==> config.mk <==
export PLATFORM = sky130hd
export DESIGN_NAME = rpc_frame_deframer_top
export DESIGN_NICKNAME = d
export VERILOG_FILES = /design/src/rtl/rfd_pkg.sv /design/src/rtl/rpc_frame_deframer_top.sv
export SDC_FILE = /design/constraint.sdc
export NUM_CORES = 1
export LEC_CHECK = 0
export ABC_CLOCK_PERIOD_IN_PS = 5500
export BUFFER_PORTS_ARGS = -buffer_cell sky130_fd_sc_hd__buf_2
export CAP_MARGIN = 20
export CELL_PAD_IN_SITES_DETAIL_PLACEMENT = 2
export CELL_PAD_IN_SITES_GLOBAL_PLACEMENT = 2
export CORE_MARGIN = 4
export CORE_UTILIZATION = 34
export CTS_CLUSTER_DIAMETER = 60
export DETAILED_ROUTE_END_ITERATION = 16
export GPL_TIMING_DRIVEN = 0
export PLACE_DENSITY = 0.79
export SLEW_MARGIN = 20
export SYNTH_ARGS = -nofsm -noshare
export SYNTH_HDL_FRONTEND = slang
export SYNTH_SLANG_ARGS = --single-unit
==> constraint.sdc <==
create_clock -name clock -period 5.5 [get_ports clock]
set_clock_uncertainty 0.15 [all_clocks]
set_input_delay 0.275 -clock clock [delete_from_list [all_inputs] [get_ports clock]]
set_output_delay 0.275 -clock clock [all_outputs]
set_load 0.03 [all_outputs]
==> src/rtl/rfd_pkg.sv <==
`timescale 1ns / 1ps
`default_nettype none

package rfd_pkg;

   // parser phases, in frame order
   typedef enum logic [3:0] {
      PH_HUNT  = 4'd0,
      PH_LEN   = 4'd1,
      PH_IDLEN = 4'd2,
      PH_ID    = 4'd3,
      PH_MLEN  = 4'd4,
      PH_METH  = 4'd5,
      PH_ERR   = 4'd6,
      PH_ILEN  = 4'd7,
      PH_INFO  = 4'd8,
      PH_PAY   = 4'd9,
      PH_CKS   = 4'd10,
      PH_END   = 4'd11
   } phase_type;

   // field kinds on the result channel
   localparam logic [3:0] KIND_SKIP   = 4'd0;
   localparam logic [3:0] KIND_START  = 4'd1;
   localparam logic [3:0] KIND_LEN    = 4'd2;
   localparam logic [3:0] KIND_IDLEN  = 4'd3;
   localparam logic [3:0] KIND_ID     = 4'd4;
   localparam logic [3:0] KIND_MLEN   = 4'd5;
   localparam logic [3:0] KIND_METH   = 4'd6;
   localparam logic [3:0] KIND_ERR    = 4'd7;
   localparam logic [3:0] KIND_ILEN   = 4'd8;
   localparam logic [3:0] KIND_INFO   = 4'd9;
   localparam logic [3:0] KIND_PAY    = 4'd10;
   localparam logic [3:0] KIND_CKS    = 4'd11;
   localparam logic [3:0] KIND_END    = 4'd12;

   // frame status codes
   localparam logic [1:0] ST_BUSY    = 2'd0;
   localparam logic [1:0] ST_GOOD    = 2'd1;
   localparam logic [1:0] ST_BAD_END = 2'd2;
   localparam logic [1:0] ST_BAD_LEN = 2'd3;

   // register indexes
   localparam logic [1:0] CSR_START_MARKER = 2'd0;
   localparam logic [1:0] CSR_END_MARKER   = 2'd1;
   localparam logic [1:0] CSR_MAX_LEN      = 2'd2;

   localparam logic [31:0] OVERHEAD_BYTES = 32'd26;
   localparam logic [23:0] WORD_BYTES     = 24'd4;

   typedef struct packed {
      logic [3:0] field_kind;
      logic [7:0] data;
      logic       field_last;
      logic [1:0] frame_status;
   } result_type;

   function automatic logic [3:0] phase_kind(input phase_type ph);
      logic [3:0] k;
      case (ph)
         PH_LEN:   k = KIND_LEN;
         PH_IDLEN: k = KIND_IDLEN;
         PH_ID:    k = KIND_ID;
         PH_MLEN:  k = KIND_MLEN;
         PH_METH:  k = KIND_METH;
         PH_ERR:   k = KIND_ERR;
         PH_ILEN:  k = KIND_ILEN;
         PH_INFO:  k = KIND_INFO;
         PH_PAY:   k = KIND_PAY;
         PH_CKS:   k = KIND_CKS;
         PH_END:   k = KIND_END;
         default:  k = KIND_SKIP;
      endcase
      return k;
   endfunction

endpackage

`default_nettype wire

==> src/rtl/rpc_frame_deframer_top.sv <==
`timescale 1ns / 1ps
`default_nettype none

// byte-wide parser for length-prefixed rpc frames: every accepted byte gives exactly one
// registered result transaction, tagged with its field, an end-of-field flag and, on
// the closing or offending byte, the frame status; one byte is taken every clock cycle
// while the skid register is empty, limited only by the single parse step between the
// phase/counter registers and the result register, and a two-entry output (result register
// plus skid register) keeps the input open while one result waits; no clearing pass is
// needed after reset, and register writes act at once, also in the middle of a frame
module rpc_frame_deframer_top
   import rfd_pkg::*;
(
   input  wire logic        clock,
   input  wire logic        reset,
   // byte input channel
   input  wire logic        req_valid,
   output logic             req_stall,
   input  wire logic [7:0]  req_data_byte,
   // result channel
   output logic             rsp_valid,
   input  wire logic        rsp_stall,
   output logic [3:0]       rsp_field_kind,
   output logic [7:0]       rsp_byte_out,
   output logic             rsp_field_last,
   output logic [1:0]       rsp_frame_status,
   // register write port
   input  wire logic        csr_we,
   input  wire logic [1:0]  csr_index,
   input  wire logic [23:0] csr_wdata
);

   // configuration
   logic [7:0]  start_marker_ff;
   logic [7:0]  end_marker_ff;
   logic [23:0] max_len_ff;

   // parse state
   phase_type   phase_ff, phase_in;
   logic [23:0] remain_ff, remain_in;   // bytes left in the current field
   logic [31:0] acc_ff, acc_in;         // big-endian word being shifted in
   logic [23:0] budget_ff, budget_in;   // frame length minus overhead minus text so far

   // output buffer
   result_type  out_ff, skid_ff, result;
   logic        out_valid_ff, skid_valid_ff;

   logic        accept, pop;
   logic        is_word, field_done, bad_total, overrun;
   logic [31:0] word_val;

   assign req_stall = skid_valid_ff;
   assign accept    = req_valid && !req_stall;
   assign pop       = out_valid_ff && !rsp_stall;

   // config writes, indexes past the list are dropped
   always_ff @(posedge clock) begin
      if (reset) begin
         start_marker_ff <= 8'd2;
         end_marker_ff   <= 8'd3;
         max_len_ff      <= 24'd65535;
      end else if (csr_we) begin
         case (csr_index)
            CSR_START_MARKER: start_marker_ff <= csr_wdata[7:0];
            CSR_END_MARKER:   end_marker_ff   <= csr_wdata[7:0];
            CSR_MAX_LEN:      max_len_ff      <= csr_wdata;
            default: ;
         endcase
      end
   end

   // shared datapath terms
   always_comb begin
      is_word = (phase_ff == PH_LEN) || (phase_ff == PH_IDLEN) || (phase_ff == PH_MLEN) ||
                (phase_ff == PH_ERR) || (phase_ff == PH_ILEN) || (phase_ff == PH_CKS);
      word_val   = is_word ? {acc_ff[23:0], req_data_byte} : acc_ff;
      field_done = (remain_ff == 24'd1);
      bad_total  = (word_val < OVERHEAD_BYTES) || (word_val > {8'd0, max_len_ff});
      overrun    = (word_val > {8'd0, budget_ff});
   end

   // result for the byte at the input
   always_comb begin
      result.field_kind   = KIND_SKIP;
      result.data         = req_data_byte;
      result.field_last   = 1'b0;
      result.frame_status = ST_BUSY;
      case (phase_ff)
         PH_HUNT: begin
            if (req_data_byte == start_marker_ff) begin
               result.field_kind = KIND_START;
               result.field_last = 1'b1;
            end
         end
         PH_END: begin
            result.field_kind   = KIND_END;
            result.field_last   = 1'b1;
            result.frame_status = (req_data_byte == end_marker_ff) ? ST_GOOD : ST_BAD_END;
         end
         default: begin
            result.field_kind = phase_kind(phase_ff);
            result.field_last = field_done;
            if (field_done) begin
               if ((phase_ff == PH_LEN) && bad_total) begin
                  result.frame_status = ST_BAD_LEN;
               end else if (((phase_ff == PH_IDLEN) || (phase_ff == PH_MLEN) ||
                             (phase_ff == PH_ILEN)) && overrun) begin
                  result.frame_status = ST_BAD_LEN;
               end
            end
         end
      endcase
   end

   // next parse state
   always_comb begin
      phase_in  = phase_ff;
      remain_in = remain_ff;
      acc_in    = acc_ff;
      budget_in = budget_ff;
      case (phase_ff)
         PH_HUNT: begin
            if (req_data_byte == start_marker_ff) begin
               phase_in  = PH_LEN;
               remain_in = WORD_BYTES;
               acc_in    = 32'd0;
            end
         end
         PH_END: begin
            phase_in = PH_HUNT;
         end
         default: begin
            acc_in    = word_val;
            remain_in = remain_ff - 24'd1;
            if (field_done) begin
               case (phase_ff)
                  PH_LEN: begin
                     if (bad_total) begin
                        phase_in = PH_HUNT;
                     end else begin
                        budget_in = word_val[23:0] - OVERHEAD_BYTES[23:0];
                        phase_in  = PH_IDLEN;
                        remain_in = WORD_BYTES;
                        acc_in    = 32'd0;
                     end
                  end
                  PH_IDLEN, PH_MLEN, PH_ILEN: begin
                     if (overrun) begin
                        phase_in = PH_HUNT;
                     end else begin
                        budget_in = budget_ff - word_val[23:0];
                        if (word_val != 32'd0) begin
                           remain_in = word_val[23:0];
                           phase_in  = (phase_ff == PH_IDLEN) ? PH_ID :
                                       (phase_ff == PH_MLEN)  ? PH_METH : PH_INFO;
                        end else if (phase_ff == PH_ILEN) begin
                           // empty info, go straight to payload, or to the checksum when no bytes are left
                           if (budget_ff == 24'd0) begin
                              phase_in  = PH_CKS;
                              remain_in = WORD_BYTES;
                              acc_in    = 32'd0;
                           end else begin
                              phase_in  = PH_PAY;
                              remain_in = budget_ff;
                           end
                        end else begin
                           // empty id or method text
                           phase_in  = (phase_ff == PH_IDLEN) ? PH_MLEN : PH_ERR;
                           remain_in = WORD_BYTES;
                           acc_in    = 32'd0;
                        end
                     end
                  end
                  PH_ID: begin
                     phase_in  = PH_MLEN;
                     remain_in = WORD_BYTES;
                     acc_in    = 32'd0;
                  end
                  PH_METH: begin
                     phase_in  = PH_ERR;
                     remain_in = WORD_BYTES;
                     acc_in    = 32'd0;
                  end
                  PH_ERR: begin
                     phase_in  = PH_ILEN;
                     remain_in = WORD_BYTES;
                     acc_in    = 32'd0;
                  end
                  PH_INFO: begin
                     // payload takes whatever is left of the frame
                     if (budget_ff == 24'd0) begin
                        phase_in  = PH_CKS;
                        remain_in = WORD_BYTES;
                        acc_in    = 32'd0;
                     end else begin
                        phase_in  = PH_PAY;
                        remain_in = budget_ff;
                     end
                  end
                  PH_PAY: begin
                     phase_in  = PH_CKS;
                     remain_in = WORD_BYTES;
                     acc_in    = 32'd0;
                  end
                  default: begin
                     // checksum done, one end byte follows
                     phase_in  = PH_END;
                     remain_in = 24'd1;
                  end
               endcase
            end
         end
      endcase
   end

   always_ff @(posedge clock) begin
      if (reset) begin
         phase_ff  <= PH_HUNT;
         remain_ff <= 24'd0;
         acc_ff    <= 32'd0;
         budget_ff <= 24'd0;
      end else if (accept) begin
         phase_ff  <= phase_in;
         remain_ff <= remain_in;
         acc_ff    <= acc_in;
         budget_ff <= budget_in;
      end
   end

   // result register plus skid register
   always_ff @(posedge clock) begin
      if (reset) begin
         out_valid_ff  <= 1'b0;
         skid_valid_ff <= 1'b0;
      end else if (skid_valid_ff) begin
         if (pop) begin
            out_valid_ff  <= 1'b1;
            skid_valid_ff <= 1'b0;
         end
      end else if (accept) begin
         if (!out_valid_ff || pop) begin
            out_valid_ff <= 1'b1;
         end else begin
            skid_valid_ff <= 1'b1;
         end
      end else if (pop) begin
         out_valid_ff <= 1'b0;
      end
   end

   always_ff @(posedge clock) begin
      if (skid_valid_ff) begin
         if (pop) begin
            out_ff <= skid_ff;
         end
      end else if (accept) begin
         if (!out_valid_ff || pop) begin
            out_ff <= result;
         end else begin
            skid_ff <= result;
         end
      end
   end

   assign rsp_valid        = out_valid_ff;
   assign rsp_field_kind   = out_ff.field_kind;
   assign rsp_byte_out     = out_ff.data;
   assign rsp_field_last   = out_ff.field_last;
   assign rsp_frame_status = out_ff.frame_status;

`ifndef SYNTHESIS
   // skid entry only fills behind a held result
   a_skid_behind_out: assert property (@(posedge clock) disable iff (reset)
      skid_valid_ff |-> out_valid_ff)
      else $error("skid entry valid without result entry");

   // inside a frame the field counter never sits at zero
   a_remain_nonzero: assert property (@(posedge clock) disable iff (reset)
      (phase_ff != PH_HUNT) |-> (remain_ff != 24'd0))
      else $error("field counter empty inside a frame");

   // a start byte while hunting always opens the length word
   a_start_opens: assert property (@(posedge clock) disable iff (reset)
      (accept && (phase_ff == PH_HUNT) && (req_data_byte == start_marker_ff))
      |=> (phase_ff == PH_LEN) && (remain_ff == WORD_BYTES))
      else $error("start byte did not open a frame");

   // a frame status only rides on the last byte of a field
   a_status_on_last: assert property (@(posedge clock) disable iff (reset)
      (rsp_valid && (rsp_frame_status != ST_BUSY)) |-> rsp_field_last)
      else $error("frame status on a byte that does not end its field");
`endif

endmodule

`default_nettype wire
* Word level (Yosys, flattened, before mapping)
Memories as Yosys holds them, arrays and structs flattened. A register that Yosys moved wholly into a read port is not among the register bits.
Index checks and enable logic that the tools add are counted.
** Operators by class
- Add/subtract/negate cells :: 3
- Order comparisons :: 3
- Equal/unequal tests :: 21
- Muxes and demuxes :: 58
- Bitwise logic cells :: 4
- Reduce and logical (&&, ||, !) cells :: 37
** Operators with widths (count)
- two-way mux 32 bit :: 8
- two-way mux 24 bit :: 9
- case mux 32 bit (4 select lines) :: 1
- case mux 24 bit (2 select lines) :: 2
- case mux 24 bit (4 select lines) :: 1
- greater-than comparator 32 x 24 -> 1 bit :: 2
- case mux 32 bit (2 select lines) :: 1
- two-way mux 15 bit :: 4
- two-way mux 4 bit :: 9
- < comparator 32 x 5 -> 1 bit (second input constant) :: 1
- nonzero test 32 bit :: 1
- case mux 4 bit (7 select lines) :: 1
- equality test 24 x 1 -> 1 bit (second input constant) :: 1
- zero test 24 bit :: 1
- subtractor 24 x 1 -> 24 bit (second input constant) :: 1
- subtractor 24 bit :: 1
- subtractor 24 x 5 -> 24 bit (second input constant) :: 1
- equality test 4 x 3 -> 1 bit (second input constant) :: 4
- equality test 4 bit (second input constant) :: 4
- equality test 8 bit :: 2
- case mux 4 bit (2 select lines) :: 2
- AND reduction 3 bit :: 5
- two-way mux 2 bit :: 7
- two-way mux 1 bit :: 11
- 22 further kinds :: 46
** Storage, ports and cells
- Flip-flop bits (word level) :: 156
- Bits in read-only memories :: 64
- Bits of input ports :: 39
- Output and inout port bits :: 17
- Word-level logic and storage cells :: 144
- Memories kept :: 1
** Memories
- (name not given) :: depth 16, bits a word 4, rd ports 1, clocked after Yosys merged registers in 1, wr ports 0, RTL line rfd_pkg.sv:60 : case (ph)

* Longest topological paths before layout
Gate-level depths: netlist of run 1.
- Word-level depth :: 16
- Mapped depth :: 24
- Gate-level depth less buffers :: 19

* Least setup slack after synthesis of run 1
No wires, ideal clock.
- Path type :: register to register
- From :: register phase_ff[1]
- To :: register with a tool-made name
- Library setup time :: 65 ps
- Arrival :: 5194 ps
- Data required time :: 5285 ps
- Path slack :: 91 ps
- Stages on the path, launching flop included :: 25
- Path buffers :: 5
- Period minus slack after synthesis :: 5409 ps
- Path through :: dfxtp_1 > buf_4 > or3_1 > buf_2 > o211ai_4 > buf_6 > mux2i_1 > inv_1 > ha_1 > clkbuf_1 > and4_1 > nand4_1 > nor4_1 > a311oi_1 > or2_2 > clkbuf_1 > nor2_1 > o21ai_0 > a21oi_1 > nor3_1 > a211oi_1 > ha_1 > nand2_1 > mux2_2 > nor2_1
** RTL lines
- start, declared :: RTL line rpc_frame_deframer_top.sv:39 : phase_type phase_ff, phase_in;
- start signal, assigned :: RTL line rpc_frame_deframer_top.sv:223 : phase_ff <= phase_in;

* Worst setup path in the final report of run 1
- From :: register phase_ff[1]
- To :: register budget_ff[23]
** On the way
- Longest elaborated chain between the ends :: 11
- Elaborated cells between the ends (all ways) :: 30
- Classes of those cells :: add/sub (2); order compare (3); eq/ne (9); mux (4); bitwise (1); reduce/logical (11)
** Ends and longest elaborated chain
- equality test 4 x 1 -> 1 bit / equality test 4 x 2 -> 1 bit (equally long branches) :: RTL line rpc_frame_deframer_top.sv:74, rpc_frame_deframer_top.sv:136
- logical OR 1 bit (3 in a row) :: RTL line rpc_frame_deframer_top.sv:74 : is_word = (phase_ff == PH_LEN) || (phase_ff == PH_IDLEN) || (phase_ff == PH_MLEN) ||
- logical OR 1 bit (2 in a row) :: RTL line rpc_frame_deframer_top.sv:75 : (phase_ff == PH_ERR) || (phase_ff == PH_ILEN) || (phase_ff == PH_CKS);
- two-way mux 32 bit :: RTL line rpc_frame_deframer_top.sv:76 : word_val = is_word ? {acc_ff[23:0], req_data_byte} : acc_ff;
- < comparator 32 x 5 -> 1 bit / greater-than comparator 32 x 24 -> 1 bit (equally long branches) :: RTL line rpc_frame_deframer_top.sv:78 : bad_total = (word_val < OVERHEAD_BYTES) || (word_val > {8'd0, max_len_ff});
- logical OR 1 bit :: RTL line rpc_frame_deframer_top.sv:78
- inequality test 2 bit (no source line)
- AND reduction 6 bit (no source line)
- end signal, assigned :: RTL line rpc_frame_deframer_top.sv:226 : budget_ff <= budget_in;
- end, declared :: RTL line rpc_frame_deframer_top.sv:42 : logic [23:0] budget_ff, budget_in;
Parallel ways exist; a longest one is shown, timed or not. The select of a mux whose other input is x is not followed.
A chain may end at the register's enable or synchronous reset.

==> results.ini, run 1 <==
[drt]
drt.antenna.violating_nets=0
avgViaCountPerCell=6.38
first_iter_violations=1243
drc_errors=0
vias=12698
firstDrtPassIters=5
wl_per_cell_um=30.4
drt_wl_total_um=60400

[sta]
timing.max_slew.rel_slack_pct=25.4
report.final.setup_viol=46
final_critical_period_ns=5.69
setup_total_negative_slack_ns=-4.33
tightest_slew_ns=1.11
final_hold_viol_count=0
fin_ws_ns=-0.191
fmax_mhz=176
period_share_pct=103
timing_max_transition_violations_final=0

[final_layout]
drive_above_1_share_pct=16.3
post_route_insts_no_fill=1989
finish.utilization_pct=42.6
fin_area_um2=13900
final_net_count=1646
areaGrowthSynthToFinish_pct=23.9

[logic_synthesis]
async_reset_ff_share_pct=0
netlist_area_um2=11200
yosysTopAreaCell=sky130_fd_sc_hd__dfxtp_1
yosys.cell_count.top_type=sky130_fd_sc_hd__nand2_1
syn_nets=1498
synth_cell_type_count=79
post_synth_main_area_contributors=sky130_fd_sc_hd__dfxtp_1, sky130_fd_sc_hd__ha_1, sky130_fd_sc_hd__edfxtp_1, sky130_fd_sc_hd__nand2_1, sky130_fd_sc_hd__a21oi_1
synth-edff-count=30
synth_area_per_cell_um2=8.09
ys_seq_area_share_pct=31.3
ys_ff_latch=160
postSynthCellCount=1385
netlist.area_leader.share_pct=23.2
yosysWarningCount=0
synth_common_cells=sky130_fd_sc_hd__nand2_1, sky130_fd_sc_hd__dfxtp_1, sky130_fd_sc_hd__nor2_1
most_frequently_used_flop_master_after_synthesis=sky130_fd_sc_hd__dfxtp_1

[placement]
placedCellCount=1883
placed_cell_area_um2=12000
post-dp-hpwl_um=38100
number_of_input_and_output_port_buffers_inserted=55
final_weighted_congestion_in_routability_driven_placement=0.932

[floorplanning]
placement_rows=66
top_level_ports=56
floorplan.die.width_um=189
die_area_um2=35900
core_um2=32500
fp.dieH_um=189
initial_core_util_pct=34.4

[setup_path]
critPathLaunchType=register
ff_to_ff_setup_slack_ns=-0.19
required_ns=5.73
timing.critical_path.fanout_max=10
crit_arrival_ns=5.92
timing.critical_path.to_type=register
worstSetupPathType=register to register

[global_routing]
global_route.usage.total_pct=29.7
grt_first_pass_wirelength_um=81100
grt_max_degree=19
via_count_of_the_first_global_routing_pass=12860
globalRoute.totalOverflow=0
antenna_violations_before_repair=2

[run_status]
violations=setup timing
status=complete, but fails checks

[power_and_ir_drop]
sw_frac_of_total_pct=29.9
power.static_leakage_uw=0.00550
share_comb_of_total_power_pct=9.1
seqPwrFrac_pct=44.1
power.net_switching_uw=837
fin_total_pwr_uw=2800
powerDensity_nw_per_um2=202
peakVddDrop_v=0.000227
p_int_uw=1960
power.clock.fraction_pct=46.9

[job]
cap_violations=0

[clock_tree]
cts_tree=yes
clkLatencyLatePin_ns=0.48
cts_inserted_buffers=17
cts-root-to-sink-buffers=2
clock-root-buffer=sky130_fd_sc_hd__clkbuf_16
clock_sinks=160
clk_transition_reported_paths_ns=0.09
clock_tree.htree_level_count=4

[hold_path]
worst_hold_path_type=input pin to register

[worst max-delay path, stage by stage, from the launching register on]
cell                         delay, ns
sky130_fd_sc_hd__dfxtp_1          0.30
sky130_fd_sc_hd__buf_4            0.19
sky130_fd_sc_hd__or3_1            0.36
sky130_fd_sc_hd__buf_4            0.20
sky130_fd_sc_hd__o211ai_4         0.22
sky130_fd_sc_hd__buf_12           0.21
sky130_fd_sc_hd__mux2i_4          0.33
sky130_fd_sc_hd__clkinvlp_4       0.19
sky130_fd_sc_hd__buf_4            0.20
sky130_fd_sc_hd__ha_1             0.30
sky130_fd_sc_hd__nand4_1          0.13
sky130_fd_sc_hd__nor2_2           0.27
sky130_fd_sc_hd__nand2_1          0.12
sky130_fd_sc_hd__a2111oi_1        0.60
sky130_fd_sc_hd__a221oi_2         0.11
sky130_fd_sc_hd__buf_4            0.19
sky130_fd_sc_hd__a21oi_1          0.34
sky130_fd_sc_hd__nor3_4           0.12
sky130_fd_sc_hd__o21ai_4          0.37
sky130_fd_sc_hd__clkbuf_4         0.35
sky130_fd_sc_hd__nand2_1          0.12
sky130_fd_sc_hd__a21oi_1          0.19
[through the flow]
step | hold WS, ns | setup WS [ns]
6_report | 0.0407 | -0.191
5_1_grt | 0.0216 | -0.404
4_1_cts | 0.0174 | -0.0228
3_5_place_dp | 0.299 | -2.15
3_3_place_gp | 0.298 | -2.01
2_1_floorplan | 0.224 | 0.0910
[what timing repair did]
action,in CTS,in global routing
hold endpoints to repair,45,0
buffers inserted,15,30
gates cloned,0,2
pin swaps,7,11
setup endpoints to repair,92,84
hold buffers,31,0
gates resized for setup,52,55
[final cells by class]
class | count | area [um^2]
timing repair buffer | 135 | 996
buffer | 67 | 329
inverter | 92 | 363
clock inverter | 15 | 194
fill | 3619 | 18700
tap | 442 | 553
antenna | 1 | 2.50
multi-input combinational | 1060 | 7510
clock buffer | 17 | 425
sequential | 160 | 3500
[placed cells by master, fill, tap and decap left out, drive strengths merged, types with 8 or more instances in the layout]
cell,count
a2111oi,8
a22o,9
nand2,151
o21ai,92
o31ai,12
nor3,37
edfxtp,30
a221oi,8
o21a,11
a211o,23
o211ai,24
mux2,17
nor4,34
and3,13
or3,8
nor2,115
dfxtp,130
nor2b,19
xnor2,40
nand3,24
xor2,34
buf,123
dlygate4sd3,31
ha,73
clkinv,9
a211oi,31
a31oi,10
a21oi,99
a21o,15
mux2i,30
clkbuf,65
inv,93
nand4,22
nand2b,10
[metal layers]
layer | up-vias | track usage [%] | wire (um)
met1 | 6404 | 37.0 | 23600
met2 | 692 | 50.0 | 28400
met3 | 255 | 5.22 | 4480
met5 | - | 0 | 0
li1 | 5347 | - | -
met4 | 0 | 13.8 | 3970
[power groups by stage]
stage / clock network [uW] / registers [uW] / logic [uW]
final: 1310 / 1230 / 253
after global routing: 1350 / 1240 / 266
after CTS: 1300 / 1230 / 232
after detailed placement: 0 / 1260 / 209
after global placement: 0 / 1260 / 198
after floorplan: 0 / 1280 / 104
[flip-flops by register name (all words and copies together), names as in the netlist, named ones only]
signal            cells
budget_ff            24
max_len_ff           24
phase_ff              4
rsp_valid             1
start_marker_ff       8
skid_ff              15
acc_ff               32
rsp_field_kind        4
rsp_byte_out          8
remain_ff            24
rsp_frame_status      2
req_stall             1
rsp_field_last        1
end_marker_ff         8
[worst paths after layout]
path                    start              to  cells after the start
min reg2reg    max_len_ff[16]  max_len_ff[16]                      2
max reg2reg       phase_ff[1]   budget_ff[23]                     21
max               phase_ff[1]   budget_ff[23]                     21
min          req_data_byte[5]      skid_ff[8]                      1
[cells by family after synthesis]
logic type | count (synthesis) | share of synthesized area [%]
DFF | 160 | 31.3
adders and majority gates | 75 | 8.44
and+or+nand+nor | 461 | 19.7
buffers and inverters | 165 | 5.84
AOI/OAI and AO/OA | 403 | 24.3
muxes | 47 | 4.53
xor gates and xnor gates | 74 | 5.92
Note: power is estimated with default switching activity, not from simulation.
==> run 2, diff against run 1 <==
Settings changed: ABC_CLOCK_PERIOD_IN_PS 5500 to 6800, CORE_UTILIZATION 34 to 41, CTS_BUF_LIST set to sky130_fd_sc_hd__clkbuf_16, GPL_ROUTABILITY_DRIVEN set to 0, PLACE_DENSITY 0.79 to 0.88.
Clock period 5.5 ns to 6.8 ns, I/O delays scaled along.
==> run 2 against run 1 <==
Compared with the run above: maximum frequency decreased by 18%; critical endpoint is now rsp_frame_status[0]; critical path type unchanged; clock power decreased by 26%; sequential power decreased by 19%; worst hold slack got worse by 0.054 ns; largest cell class unchanged; sequential share of layout area increased by 2.2 points; count of clock-buffer cells in the layout unchanged; sequential cell count unchanged; the flow finishes with violations (hold timing, setup timing).
==> results.ini, run 2 (synthesized netlist as in run 1, its figures left out) <==
[run_status]
status=complete, but fails checks
violations=hold timing, setup timing

[job]
cap_violations=0  ; unchanged

[floorplanning]
top_level_ports=56  ; unchanged
floorplan.die.width_um=173  ; -8.6%
placement_rows=60  ; -9.1%
fp.dieH_um=173  ; -8.6%
core_um2=26900  ; -17%
die_area_um2=30000  ; -16%
initial_core_util_pct=41.7  ; +7.2 points

[final_layout]
final_net_count=1595  ; -3.1%
multi_input_comb_area_um2=7130  ; -5.0%
layout_commonest_cell=sky130_fd_sc_hd__nand2_1
largest_register_ff_count=32  ; unchanged
largest_register=acc_ff
n_fill_cell=2985  ; -18%
seqCellArea_um2=3500  ; unchanged
areaGrowthSynthToFinish_pct=14.0
drive_above_1_share_pct=10.7  ; -5.6 points
commonest_non_fill_non_tap_cells_in_the_layout=sky130_fd_sc_hd__nand2_1, sky130_fd_sc_hd__dfxtp_1, sky130_fd_sc_hd__nor2_1, sky130_fd_sc_hd__a21oi_1, sky130_fd_sc_hd__inv_1
post_route_insts_no_fill=1837  ; -7.6%
finish.utilization_pct=47.5  ; +4.8 points

[sta]
timing.max_slew.rel_slack_pct=16.3  ; -9.1 points
fin_ws_ns=-0.156  ; +0.0342 ns
final_hold_viol_count=1  ; +1
fin_worst_hold_slack_ns=-0.0136  ; -0.0544 ns
setup_total_negative_slack_ns=-0.440  ; +3.89 ns
tightest_slew_ns=1.24  ; +0.132 ns
period_share_pct=102  ; -1.2 points
unrepaired_setup_endpoints_after_global_routing=true
timing_max_transition_violations_final=0  ; unchanged
final_critical_period_ns=6.96  ; +1.27 ns
fmax_mhz=144  ; -18%
report.final.setup_viol=6  ; -87%

[hold_path]
worstHoldPathCells=3  ; +2
worst_hold_path_type=input pin to register
worst_hold_startpoint=csr_wdata[2]
whs_endpoint=max_len_ff[2]

[placement]
post-dp-hpwl_um=39300  ; +3.1%
number_of_input_and_output_port_buffers_inserted=55  ; unchanged
place_worst_setup_slack_ns=-0.766  ; +1.38 ns
placedCellCount=1781  ; -5.4%

[setup_path]
regToRegStartpoint=phase_ff[1]
timing.critical_path.to_type=register
critical_path.reg2reg.endpoint=rsp_frame_status[0]
ff_to_ff_setup_slack_ns=-0.16  ; +0.03 ns
crit_arrival_ns=7.03  ; +1.11 ns
worstSetupPathType=register to register
critPathLaunchType=register
worst-r2r-cell-count=19  ; -9.5%
timing.critical_path.fanout_max=10  ; unchanged
required_ns=6.88  ; +1.15 ns

[power_and_ir_drop]
powerDensity_nw_per_um2=170  ; -15%
peakVddDrop_v=0.000159  ; -30%
power.static_leakage_uw=0.00523  ; -4.8%

[clock_tree]
clock_tree.htree_level_count=4  ; unchanged
clock-root-buffer=sky130_fd_sc_hd__clkbuf_16
cts-root-to-sink-buffers=2  ; unchanged
cts_inserted_buffers=17  ; unchanged
clkLatencyLatePin_ns=0.49  ; about the same
clock_sinks=160  ; unchanged
cts_tree=yes
clk_transition_reported_paths_ns=0.07  ; -0.02 ns

[drt]
vias=12884  ; +1.5%
drt_wl_total_um=61200  ; +1.3%
avgViaCountPerCell=7.01  ; +9.9%
firstDrtPassIters=6  ; +1
drt.antenna.violating_nets=0  ; unchanged
drc_errors=0  ; unchanged
wl_per_cell_um=33.3  ; +9.7%
first_iter_violations=1188  ; -4.4%

[global_routing]
antenna_violations_before_repair=2  ; unchanged
grt_max_degree=17  ; -2
globalRoute.totalOverflow=0  ; unchanged
via_count_of_the_first_global_routing_pass=14022  ; +9.0%
global_route.usage.total_pct=39.4  ; +9.7 points
grt_first_pass_wirelength_um=90500  ; +12%

## run 2: changes by cell type in the layout (fill, tap and decap cells not counted), sizes merged
cell         previous run  this run
inv                    93        98
bufinv                  1         0
clkinvlp                4         0
buf                   123        80
dlygate4sd3            31        23
## run 2: repair_timing
item,in CTS,in global routing
pin swaps,1,0
setup buffers,1,0
setup endpoints to repair,71,38
resized for setup,15,2
hold endpoints to repair,23,0
hold buffers,23,0
## run 2: report_power, final
part,switching (uW),internal (uW)
combinational,138,63.2
sequential,13.5,986
clock,503,472
total,654,1520
## run 2: metal layers
metal	global-route usage [%]	wire (um)	vias up
met5	0	13	-
met4	27.4	4800	2
met3	9.07	5470	318
met2	64.2	28100	867
met1	45.9	22800	6457
li1	-	-	5240
## run 2: how the worst max path moves through the flow
stage,cells past startpoint,to,slack [ns],from
finish,19,rsp_frame_status[0],-0.16,phase_ff[1]
global route,19,budget_ff[11],-0.12,phase_ff[1]
CTS,21,register,0.07,phase_ff[1]
detailed placement,24,register,-0.77,phase_ff[1]
global placement,23,register,-0.55,phase_ff[1]
floorplan,24,register,1.39,phase_ff[1]
## run 2: final cells by class
type	count	share of cell area, %
antenna	1	0.0196
buffer	72	2.39
clock buffer	17	3.33
clock inverter	15	0.853
inverter	92	2.71
multi-input combinational	1060	55.9
sequential	160	27.4
tap	341	3.34
timing repair buffer	79	4.02
## run 2: per-stage QoR
| stage | area (um^2) | total power (uW) |
|---|---|---|
| 3_5_place_dp | 11900 | 1190 |
| 2_1_floorplan | 11200 | 1120 |
| 3_3_place_gp | 11900 | 1170 |
| 5_1_grt | 12800 | 2210 |
| 6_report | 12800 | 2180 |
| 4_1_cts | 12700 | 2140 |
## run 2: critical path, stage by stage, from the launching register on
cell	delay [ns]
sky130_fd_sc_hd__dfxtp_1	0.31
sky130_fd_sc_hd__buf_4	0.19
sky130_fd_sc_hd__or3_1	0.35
sky130_fd_sc_hd__buf_2	0.21
sky130_fd_sc_hd__o211ai_4	0.16
sky130_fd_sc_hd__buf_6	0.25
sky130_fd_sc_hd__mux2i_4	0.47
sky130_fd_sc_hd__inv_1	0.26
sky130_fd_sc_hd__ha_1	0.38
sky130_fd_sc_hd__a21o_1	0.20
sky130_fd_sc_hd__a21o_1	0.18
sky130_fd_sc_hd__a2111oi_0	0.66
sky130_fd_sc_hd__o21bai_1	0.17
sky130_fd_sc_hd__a221oi_1	0.64
sky130_fd_sc_hd__a21oi_1	0.22
sky130_fd_sc_hd__o21ai_0	0.81
sky130_fd_sc_hd__nand2_1	0.24
sky130_fd_sc_hd__buf_2	0.29
sky130_fd_sc_hd__a31o_2	0.30
sky130_fd_sc_hd__mux2_2	0.26
